**config.mk**
```make
export PLATFORM = sky130hd
export DESIGN_NAME = shtl_ctrl
export DESIGN_NICKNAME = d
export VERILOG_FILES = /design/src/design/shtl_pkg.sv /design/src/design/shtl_ctrl.sv
export SDC_FILE = /design/constraint.sdc
export NUM_CORES = 1
export LEC_CHECK = 0
export BUFFER_PORTS_ARGS = -buffer_cell sky130_fd_sc_hd__buf_2
export CAP_MARGIN = 5
export CORE_AREA = 2 2 39 41
export DETAILED_ROUTE_END_ITERATION = 16
export DIE_AREA = 0 0 41 43
export PLACE_DENSITY = 0.4
export SLEW_MARGIN = 10
export SYNTH_ARGS = -nofsm -noshare
export SYNTH_HDL_FRONTEND = slang
export SYNTH_SLANG_ARGS = --single-unit
```
**constraint.sdc**
```tcl
create_clock -name clk -period 1.6 [get_ports clk]
set_input_delay 0 -clock clk [delete_from_list [all_inputs] [get_ports clk]]
set_output_delay 0 -clock clk [all_outputs]
set_load 0.02 [all_outputs]
```
**src/design/shtl_pkg.sv**
```systemverilog
// Shared types and constants of the sorted hash table lookup core.
// No dependencies.
package shtl_pkg;

  localparam int IDX_W      = 12;  // entry_index / match_index
  localparam int CNT_W      = 13;  // num_entries
  localparam int DATA_W     = 32;  // hashes, offsets, addresses
  localparam int CFG_IDX_W  = 2;
  localparam int CFG_DATA_W = 32;

  // request codes
  localparam logic REQ_LOAD   = 1'b0;
  localparam logic REQ_LOOKUP = 1'b1;

  // configuration register indexes
  localparam logic [CFG_IDX_W-1:0] REG_NUM_ENTRIES = 2'd0;
  localparam logic [CFG_IDX_W-1:0] REG_RECORD_BASE = 2'd1;

  // controller -> datapath
  typedef struct packed {
    logic wr_en;     // write table entry from input item
    logic capture;   // latch key, clear result
    logic start;     // init search bounds, read first midpoint
    logic step;      // evaluate one probe
    logic out_load;  // move result into output register
  } shtl_cmd_t;

  // datapath -> controller
  typedef struct packed {
    logic empty;     // search range is empty
    logic match;     // probed hash equals key
    logic more;      // range left after this probe
  } shtl_sts_t;

endpackage

```
**src/design/shtl_ctrl.sv**
```systemverilog
// Controller FSM: input/output handshakes and search sequencing.
// Depends on shtl_pkg.
module shtl_ctrl import shtl_pkg::*; (
  input  logic      clk,
  input  logic      rst_n,
  input  logic      in_valid,
  input  logic      in_req_type,
  output logic      in_ready,
  output logic      out_valid,
  input  logic      out_ready,
  input  shtl_sts_t sts,
  output shtl_cmd_t cmd
);

  localparam logic [1:0] S_IDLE  = 2'd0;
  localparam logic [1:0] S_START = 2'd1;
  localparam logic [1:0] S_LOOK  = 2'd2;
  localparam logic [1:0] S_FIN   = 2'd3;

  logic [1:0] state_r, state_nxt;
  logic       out_valid_r, out_valid_nxt;

  always_comb begin
    state_nxt     = state_r;
    out_valid_nxt = out_valid_r && !out_ready;
    cmd           = '0;
    in_ready      = 1'b0;
    unique case (state_r)
      S_IDLE: begin
        in_ready = 1'b1;
        if (in_valid) begin
          cmd.capture = 1'b1;
          cmd.wr_en   = (in_req_type == REQ_LOAD);
          state_nxt   = (in_req_type == REQ_LOAD) ? S_FIN : S_START;
        end
      end
      S_START: begin
        if (sts.empty) begin
          state_nxt = S_FIN;
        end else begin
          cmd.start = 1'b1;
          state_nxt = S_LOOK;
        end
      end
      S_LOOK: begin
        cmd.step = 1'b1;
        if (sts.match || !sts.more) begin
          state_nxt = S_FIN;
        end
      end
      S_FIN: begin
        // wait for a free output slot
        if (!out_valid_r || out_ready) begin
          cmd.out_load  = 1'b1;
          out_valid_nxt = 1'b1;
          state_nxt     = S_IDLE;
        end
      end
      default: state_nxt = S_IDLE;
    endcase
  end

  always_ff @(posedge clk) begin
    if (!rst_n) begin
      state_r     <= S_IDLE;
      out_valid_r <= 1'b0;
    end else begin
      state_r     <= state_nxt;
      out_valid_r <= out_valid_nxt;
    end
  end

  assign out_valid = out_valid_r;

endmodule

```
==> out/results.ini, run 1 <==
[status]
status = complete, no violations

[floorplanning]
coreArea_mm2 = 0.00138
core.rowCount = 14
die-area_mm2 = 0.00176
die_h_um = 43
die_x_um = 41
start_util_pct = 18.8
io_pins = 15

[power]
switching_share_pct = 44.8
p_per_area_mw_per_mm2 = 1610
p_sw_mw = 0.272
leakagePower_nw = 0.212
power_frac_comb_pct = 56.7
internal-power_mw = 0.334
vdd_ir_drop_max_uv = 650
seq_power_share_pct = 21.3
clkPwrFrac_pct = 22.1

[sta]
slew_viol_final = 0
setup-violations-final = 0
tightest_slew_ps = 268
finalSetupTns_ps = 0
rsz0062_at_grt = false
relSlewSlack_pct = 82.0
worst_slack_ps = 186
hold_violations = 0
fmax_mhz = 707
fin_skew_ps = 2.25
layout_worst_path_cycle_share_pct = 88.4
finalCriticalPeriod_ps = 1410

[global_route]
track_usage_pct = 7.21
grt_pass1_vias = 219
grt_max_degree = 7
antenna_found_initial = 0
grt_pass1_wl_um = 800
overflow = 0

[logic_synthesis]
synth_edf_count = 0
synth_nets = 41
ys_seq_elements = 3
yosys_warnings = 0
async_reset_ff_share_pct = 0
synthFlopType = dfxtp_1
netlist_area_um2 = 260
ys_seq_area_share_pct = 23.1
synthCells = 29
avgSynthCellArea_um2 = 8.97
ys_types = 17

[clocking]
clock-sinks = 3
cts.clk_slew.worst_paths_ps = 40
cts_resized = 0
clkLatencyLatePin_ps = 230
cts_max_level = 1
cts_root_buf = clkbuf_4
numCtsBuffers = 3
tritoncts = yes
clk_path_buf_depth = 2
postCtsSetupRepairBufs = 0
holdBufCountCts = 0

[placement]
dp_hpwl_um = 451
gp_congestion = 0.654
port-buffer-count = 14
pre_cts_slack_ps = 264

[routing]
dr.pass1.iters = 1
wl_per_cell_um = 8.48
vias = 249
routed_wl_um = 534
drtAntennaViolNets = 0
drt-initial-drc-count = 0
vias_per_cell = 3.95
drc_errors = 0

[layout]
layout-drive-gt1-share_pct = 40.4
antenna_cells_inserted = 0
layout_common_cells = buf_2 (14), ha_1 (4)
area.growth.synth_to_final_pct = 44.7
nets = 60
final_common_cell = buf_2

[setup_path]
crit_buf_inv = 2
cp-start-kind = flop
worst_setup_path_end_kind = primary output
slowest_stage = dfxtp_1
cp_max_fo = 6
critPathArrivalTime_ps = 1410
cp.required_ps = 1600
crit_path_cell_trace = inv_1 -> ha_1 -> and2_1 -> nor2b_1 -> buf_2
critPathKind = flop to primary output
slowest_delay_ps = 360
critical-path-top-delay-family = flip-flops

[hold_path]
min_path_type = input pin to flop

[run]
drv_cap = 0

kinds of logic after synthesis:
logic type | after synthesis | share of synthesized area (%)
simple gates | 15 | 38.0
fa+ha+maj | 4 | 19.2
compound gates | 3 | 11.5
buf+inv | 3 | 4.33
flops | 3 | 23.1
mux | 1 | 3.85
registers in the layout, indices dropped and copies added, names as in the netlist:
name	cells
state_r	2
out_valid	1
synthesized netlist by cell type (2+ instances only):
cell type	instances	share of area (%)
and2_1	2	4.8
dfxtp_1	3	23
ha_1	4	19
inv_1	3	4.3
nand2_1	2	2.9
nor2_1	2	2.9
nor2b_1	3	7.2
final timing paths:
| path | from | end | slack (ps) | depth (start not counted) |
|---|---|---|---|---|
| hold / removal | rst_n | state_r[1]$_SDFFE_PN0P_ | 50 | 3 |
| setup / recovery | state_r[0]$_SDFFE_PN0P_ | cmd[4] | 190 | 5 |
| setup reg to reg | state_r[0]$_SDFFE_PN0P_ | state_r[0]$_SDFFE_PN0P_ | 240 | 5 |
| hold reg to reg | state_r[1]$_SDFFE_PN0P_ | state_r[1]$_SDFFE_PN0P_ | 520 | 2 |
per-layer routing:
layer | wire length [um] | GRT usage, % | up-vias
met5 | 0 | 0 | -
met4 | 0 | 4.00 | 0
met3 | 52 | 4.71 | 0
met2 | 261 | 10.3 | 12
met1 | 220 | 7.67 | 100
li1 | - | - | 137
tightest hold or removal path, cell delays in order:
cell and delay, ps:
buf_2 110, nand2_1 50, mux2i_1 60
through the flow:
step                cell area [um^2]  cells  hold WS, ps  total power [mW]  utilization, %
floorplan                        260     29         78.1             0.385               -
global placement                 350     59          264             0.479            25.3
detailed placement               350     59          266             0.477            25.3
CTS                              377     63         45.8             0.622            27.2
global route                     377     63         60.1             0.656            27.2
finish                           377     63         47.2             0.606            27.2
power groups by stage:
stage / Sequential [mW] / Clock [mW] / Combinational, mW
5_1_grt: 0.134 / 0.149 / 0.373
3_5_place_dp: 0.131 / 0 / 0.345
6_report: 0.129 / 0.134 / 0.343
4_1_cts: 0.130 / 0.142 / 0.349
3_3_place_gp: 0.132 / 0 / 0.347
2_1_floorplan: 0.129 / 0 / 0.256
layout make-up:
type	instances	area [um^2]
fillers	154	1010
multi-input cells	23	189
repair buffers	14	70.1
flip-flops and latches	3	60.1
clock buffers	4	26.3
well taps	16	20.0
inverters	3	11.3
(Power assumes the default switching activity.)
==> run 2: changes to the inputs <==
--- a/config.mk
+++ b/config.mk
@@ -11,6 +11,7 @@
 export DETAILED_ROUTE_END_ITERATION = 16
 export DIE_AREA = 0 0 41 43
 export PLACE_DENSITY = 0.4
+export RECOVER_POWER = 50
 export SLEW_MARGIN = 10
 export SYNTH_ARGS = -nofsm -noshare
 export SYNTH_HDL_FRONTEND = slang
==> out/results.ini, run 2 (synthesis results as in run 1) <==
[sta]
finalSetupTns_ps = 0  ; unchanged
hold_violations = 0  ; unchanged
layout_worst_path_cycle_share_pct = 88.4  ; about the same
tightest_slew_ps = 268  ; about the same
fmax_mhz = 707  ; about the same
setup-violations-final = 0  ; unchanged
finalCriticalPeriod_ps = 1410  ; about the same
relSlewSlack_pct = 82.0  ; about the same
fin_skew_ps = 2.09  ; was 2.25 ps
rsz0062_at_grt = false  ; unchanged
slew_viol_final = 0  ; unchanged

[routing]
drc_errors = 0  ; unchanged
vias = 249  ; unchanged
drtAntennaViolNets = 0  ; unchanged
routed_wl_um = 537  ; was 534 um
dr.pass1.iters = 3  ; was 1
vias_per_cell = 3.95  ; unchanged
wl_per_cell_um = 8.52  ; was 8.48 um
drt-initial-drc-count = 1  ; was 0

[layout]
antenna_cells_inserted = 0  ; unchanged
nets = 60  ; unchanged
layout_common_cells = buf_2 (10), clkbuf_1 (5), ha_1 (4)  ; was buf_2 (14), ha_1 (4)
largest_register_ffs = 2  ; unchanged
area.growth.synth_to_final_pct = 42.8  ; was 44.7%
final_common_cell = buf_2  ; unchanged
final_util_pct = 26.9  ; was 27.2%
regMostFlops = state_r  ; unchanged
nFillCells = 155  ; was 154
layout-drive-gt1-share_pct = 31.9  ; was 40.4%

[global_route]
overflow = 0  ; unchanged
antenna_found_initial = 0  ; unchanged
grt_max_degree = 7  ; unchanged
grt_pass1_vias = 219  ; unchanged
grt_pass1_wl_um = 800  ; unchanged
track_usage_pct = 7.21  ; unchanged

[clocking]
postCtsSetupRepairBufs = 0  ; unchanged
cts_resized = 0  ; unchanged
cts_max_level = 1  ; unchanged
holdBufCountCts = 0  ; unchanged
numCtsBuffers = 3  ; unchanged
cts.clk_slew.worst_paths_ps = 40  ; about the same
clk_path_buf_depth = 2  ; unchanged
cts_root_buf = clkbuf_4  ; unchanged
tritoncts = yes  ; unchanged
clkLatencyLatePin_ps = 230  ; about the same
clock-sinks = 3  ; unchanged

[setup_path]
critPathArrivalTime_ps = 1410  ; about the same
ff2ff_path_depth = 5  ; unchanged
critPathKind = flop to primary output  ; unchanged
r2r_start = state_r[0]$_SDFFE_PN0P_  ; unchanged
cp.required_ps = 1600  ; about the same
slowest_delay_ps = 360  ; about the same
cp_max_fo = 6  ; unchanged
crit_path_cell_trace = inv_1 -> ha_1 -> and2_1 -> nor2b_1 -> buf_2  ; unchanged
r2r_slack_ps = 240  ; about the same
cp-startpoint = state_r[0]$_SDFFE_PN0P_  ; unchanged
worst_setup_path_end_kind = primary output  ; unchanged
rr_endpoint = state_r[0]$_SDFFE_PN0P_  ; unchanged
slowest_stage = dfxtp_1  ; unchanged
cp-start-kind = flop  ; unchanged

[power]
leakagePower_nw = 0.197  ; was 0.212 nW
design_power_total_mw = 0.598  ; was 0.606 mW
p_per_area_mw_per_mm2 = 1610  ; about the same
vdd_ir_drop_max_uv = 630  ; was 650 uV

[floorplanning]
die-area_mm2 = 0.00176  ; unchanged
start_util_pct = 18.8  ; unchanged
io_pins = 15  ; unchanged
die_x_um = 41  ; unchanged
core.rowCount = 14  ; unchanged
die_h_um = 43  ; unchanged
coreArea_mm2 = 0.00138  ; unchanged

[status]
status = complete, no violations  ; unchanged

[run]
drv_cap = 0  ; unchanged

[hold_path]
min_to = state_r[1]$_SDFFE_PN0P_  ; unchanged
worstHoldStart = rst_n  ; unchanged
hold_path_depth = 3  ; unchanged
min_path_type = input pin to flop  ; unchanged

[placement]
dp_hpwl_um = 451  ; unchanged
port-buffer-count = 14  ; unchanged
gp_congestion = 0.654  ; unchanged

run 2: cell count changes in the layout (fill, tap and decap cells not counted), sizes merged:
cell / delta
buf: -4
clkbuf: +4
run 2: routing by layer:
layer	vias to the layer above	global-route usage, %	share of wire (%)
li1	137	-	-
met1	100	7.67	41
met2	12	10.3	49
met3	0	4.71	9.7
met4	0	4.00	0
met5	-	0	0
run 2: final cells by class:
type / instances / area (um^2) / share of cell area [%]
clock buffer: 4 / 26.3 / 7.07
inverter: 3 / 11.3 / 3.03
multi-input combinational: 23 / 189 / 50.8
sequential: 3 / 60.1 / 16.2
tap: 16 / 20.0 / 5.39
timing repair buffer: 14 / 65.1 / 17.5
run 2: how the worst max path moves through the flow:
stage                                    to  slack [ps]  cells past startpoint
finish                               cmd[4]         190                      5
detailed placement  state_r[0]$_SDFFE_PN0P_         260                      5
global placement    state_r[0]$_SDFFE_PN0P_         260                      5
floorplan                            cmd[4]         150                      4
CTS                                  cmd[4]         160                      5
global route                         cmd[4]          80                      5
run 2: stage by stage:
stage	cells	hold WS (ps)	worst slack, ps	area (um^2)
2_1_floorplan	29	78.1	148	260
3_3_place_gp	59	264	260	350
3_5_place_dp	59	266	264	350
4_1_cts	63	45.8	163	377
5_1_grt	63	60.1	80.4	372
6_report	63	47.6	186	372
run 2: where the power goes:
group	internal [mW]	leakage [nW]	switching, mW	total, mW
clock network	0.0935	0.0150	0.0398	0.133
logic	0.130	0.157	0.206	0.335
registers	0.102	0.0247	0.0268	0.129
run 2: worst max-delay path: cells and delay by family, from the launching register on:
| kind | cells | cell delay [ps] |
|---|---|---|
| adders and majority gates | 1 | 280 |
| and+or+nand+nor | 2 | 280 |
| DFF | 1 | 360 |
| buffers and inverters | 2 | 260 |
==> run 3: changes to the inputs <==
--- a/config.mk
+++ b/config.mk
@@ -10,7 +10,6 @@
 export CORE_AREA = 2 2 39 41
 export DETAILED_ROUTE_END_ITERATION = 16
 export DIE_AREA = 0 0 41 43
-export PLACE_DENSITY = 0.4
 export RECOVER_POWER = 50
 export SLEW_MARGIN = 10
 export SYNTH_ARGS = -nofsm -noshare
==> out/results.ini, run 3 (synthesis results as in run 1) <==
[status]
status = complete, no violations  ; unchanged

[routing]
wl_per_cell_um = 9.59  ; was 8.52 um
vias_per_cell = 3.87  ; was 3.95
routed_wl_um = 604  ; was 537 um
drt-initial-drc-count = 0  ; was 1
drc_errors = 0  ; unchanged
drtAntennaViolNets = 0  ; unchanged
dr.pass1.iters = 1  ; was 3
vias = 244  ; was 249

[sta]
holdWs_ps = 42.4  ; was 47.6 ps
setup-violations-final = 0  ; unchanged
fmax_mhz = 704  ; was 707 MHz
fin_skew_ps = 5.51  ; was 2.09 ps
hold_violations = 0  ; unchanged
relSlewSlack_pct = 81.7  ; was 82.0%
layout_worst_path_cycle_share_pct = 88.8  ; was 88.4%
tightest_slew_ps = 273  ; was 268 ps
finalSetupTns_ps = 0  ; unchanged
finalCriticalPeriod_ps = 1420  ; was 1410 ps
slew_viol_final = 0  ; unchanged
rsz0062_at_grt = false  ; unchanged

[setup_path]
ff2ff_path_depth = 5  ; unchanged
cp-start-kind = flop  ; unchanged
cp_max_fo = 6  ; unchanged
r2r_start = state_r[1]$_SDFFE_PN0P_  ; was state_r[0]$_SDFFE_PN0P_
r2r_slack_ps = 260  ; was 240 ps
worst_setup_path_end_kind = primary output  ; unchanged
cp.required_ps = 1600  ; about the same
critPathArrivalTime_ps = 1420  ; was 1410 ps
critPathKind = flop to primary output  ; unchanged
rr_endpoint = state_r[0]$_SDFFE_PN0P_  ; unchanged

[run]
drv_cap = 0  ; unchanged

[clocking]
clock-sinks = 3  ; unchanged
cts_max_level = 1  ; unchanged
clkLatencyLatePin_ps = 230  ; about the same
numCtsBuffers = 3  ; unchanged
tritoncts = yes  ; unchanged
cts_root_buf = clkbuf_4  ; unchanged
cts_resized = 0  ; unchanged
cts.clk_slew.worst_paths_ps = 40  ; about the same
postCtsSetupRepairBufs = 0  ; unchanged
clk_path_buf_depth = 2  ; unchanged
holdBufCountCts = 0  ; unchanged

[global_route]
track_usage_pct = 9.53  ; was 7.21%
grt_max_degree = 7  ; unchanged
grt_pass1_vias = 255  ; was 219
grt_pass1_wl_um = 1010  ; was 800 um
overflow = 0  ; unchanged
antenna_found_initial = 0  ; unchanged

[layout]
area.growth.synth_to_final_pct = 42.8  ; unchanged
final_common_cell = buf_2  ; unchanged
nets = 60  ; unchanged
regMostFlops = state_r  ; unchanged
layout-drive-gt1-share_pct = 31.9  ; unchanged
antenna_cells_inserted = 0  ; unchanged
multi_input_area_um2 = 189  ; unchanged
seqCellArea_um2 = 60.1  ; unchanged
layout_common_cells = buf_2 (10), clkbuf_1 (5), ha_1 (4)  ; unchanged
largest_register_ffs = 2  ; unchanged
nFillCells = 157  ; was 155

[hold_path]
min_path_type = input pin to flop  ; unchanged
worstHoldStart = rst_n  ; unchanged
hold_path_depth = 3  ; unchanged
min_to = state_r[1]$_SDFFE_PN0P_  ; unchanged

[placement]
gp_congestion = 0.745  ; was 0.654
dp_hpwl_um = 502  ; was 451 um
port-buffer-count = 14  ; unchanged

[floorplanning]
io_pins = 15  ; unchanged
die_x_um = 41  ; unchanged
core.rowCount = 14  ; unchanged
coreArea_mm2 = 0.00138  ; unchanged
start_util_pct = 18.8  ; unchanged
die-area_mm2 = 0.00176  ; unchanged
die_h_um = 43  ; unchanged

[power]
leakagePower_nw = 0.197  ; about the same
vdd_ir_drop_max_uv = 759  ; was 630 uV
p_per_area_mw_per_mm2 = 1610  ; about the same

-- run 3: cell counts in the layout (fill, tap and decap cells not counted) --
No cell type changed its count.
-- run 3: worst max path at each step --
| stage | from | end | slack (ps) | cells after the start |
|---|---|---|---|---|
| after floorplan | state_r[0]$_SDFFE_PN0P_ | cmd[4] | 150 | 4 |
| after global placement | state_r[1]$_SDFFE_PN0P_ | state_r[0]$_SDFFE_PN0P_ | 310 | 5 |
| after CTS | state_r[1]$_SDFFE_PN0P_ | cmd[4] | 160 | 5 |
| after detailed placement | state_r[1]$_SDFFE_PN0P_ | state_r[0]$_SDFFE_PN0P_ | 270 | 5 |
| final | state_r[1]$_SDFFE_PN0P_ | cmd[4] | 180 | 5 |
| after global routing | state_r[1]$_SDFFE_PN0P_ | cmd[4] | 70 | 5 |
-- run 3: through the flow --
step	worst slack (ps)	std cells	area [um^2]	total power [mW]	util [%]
floorplan	148	29	260	0.385	-
global placement	307	59	350	0.472	25.3
detailed placement	268	59	350	0.477	25.3
CTS	164	63	377	0.615	27.2
global route	67.6	63	372	0.659	26.9
finish	179	63	372	0.598	26.9
-- run 3: per-layer routing --
| metal | wire, um | vias to the layer above | global-route usage (%) |
|---|---|---|---|
| met5 | 0 | - | 0 |
| met4 | 0 | 0 | 10.0 |
| met3 | 33 | 0 | 3.14 |
| met2 | 319 | 8 | 14.1 |
| met1 | 251 | 104 | 9.29 |
| li1 | - | 132 | - |
-- run 3: worst max-delay path: stages (launching register included) --
cell     delay [ps]
dfxtp_1         400
inv_1           100
ha_1            240
and2_1          160
nor2b_1         120
buf_2           150
-- run 3: final cells by class --
cell class	instances	area share [%]
Multi-Input combinational cell	23	50.8
Timing Repair Buffer	14	17.5
Sequential cell	3	16.2
Clock buffer	4	7.07
Tap cell	16	5.39
Inverter	3	3.03
-- run 3: where the power goes --
group | total, mW | switching [mW] | internal [mW]
logic | 0.336 | 0.208 | 0.128
clock network | 0.134 | 0.0400 | 0.0935
registers | 0.129 | 0.0264 | 0.102
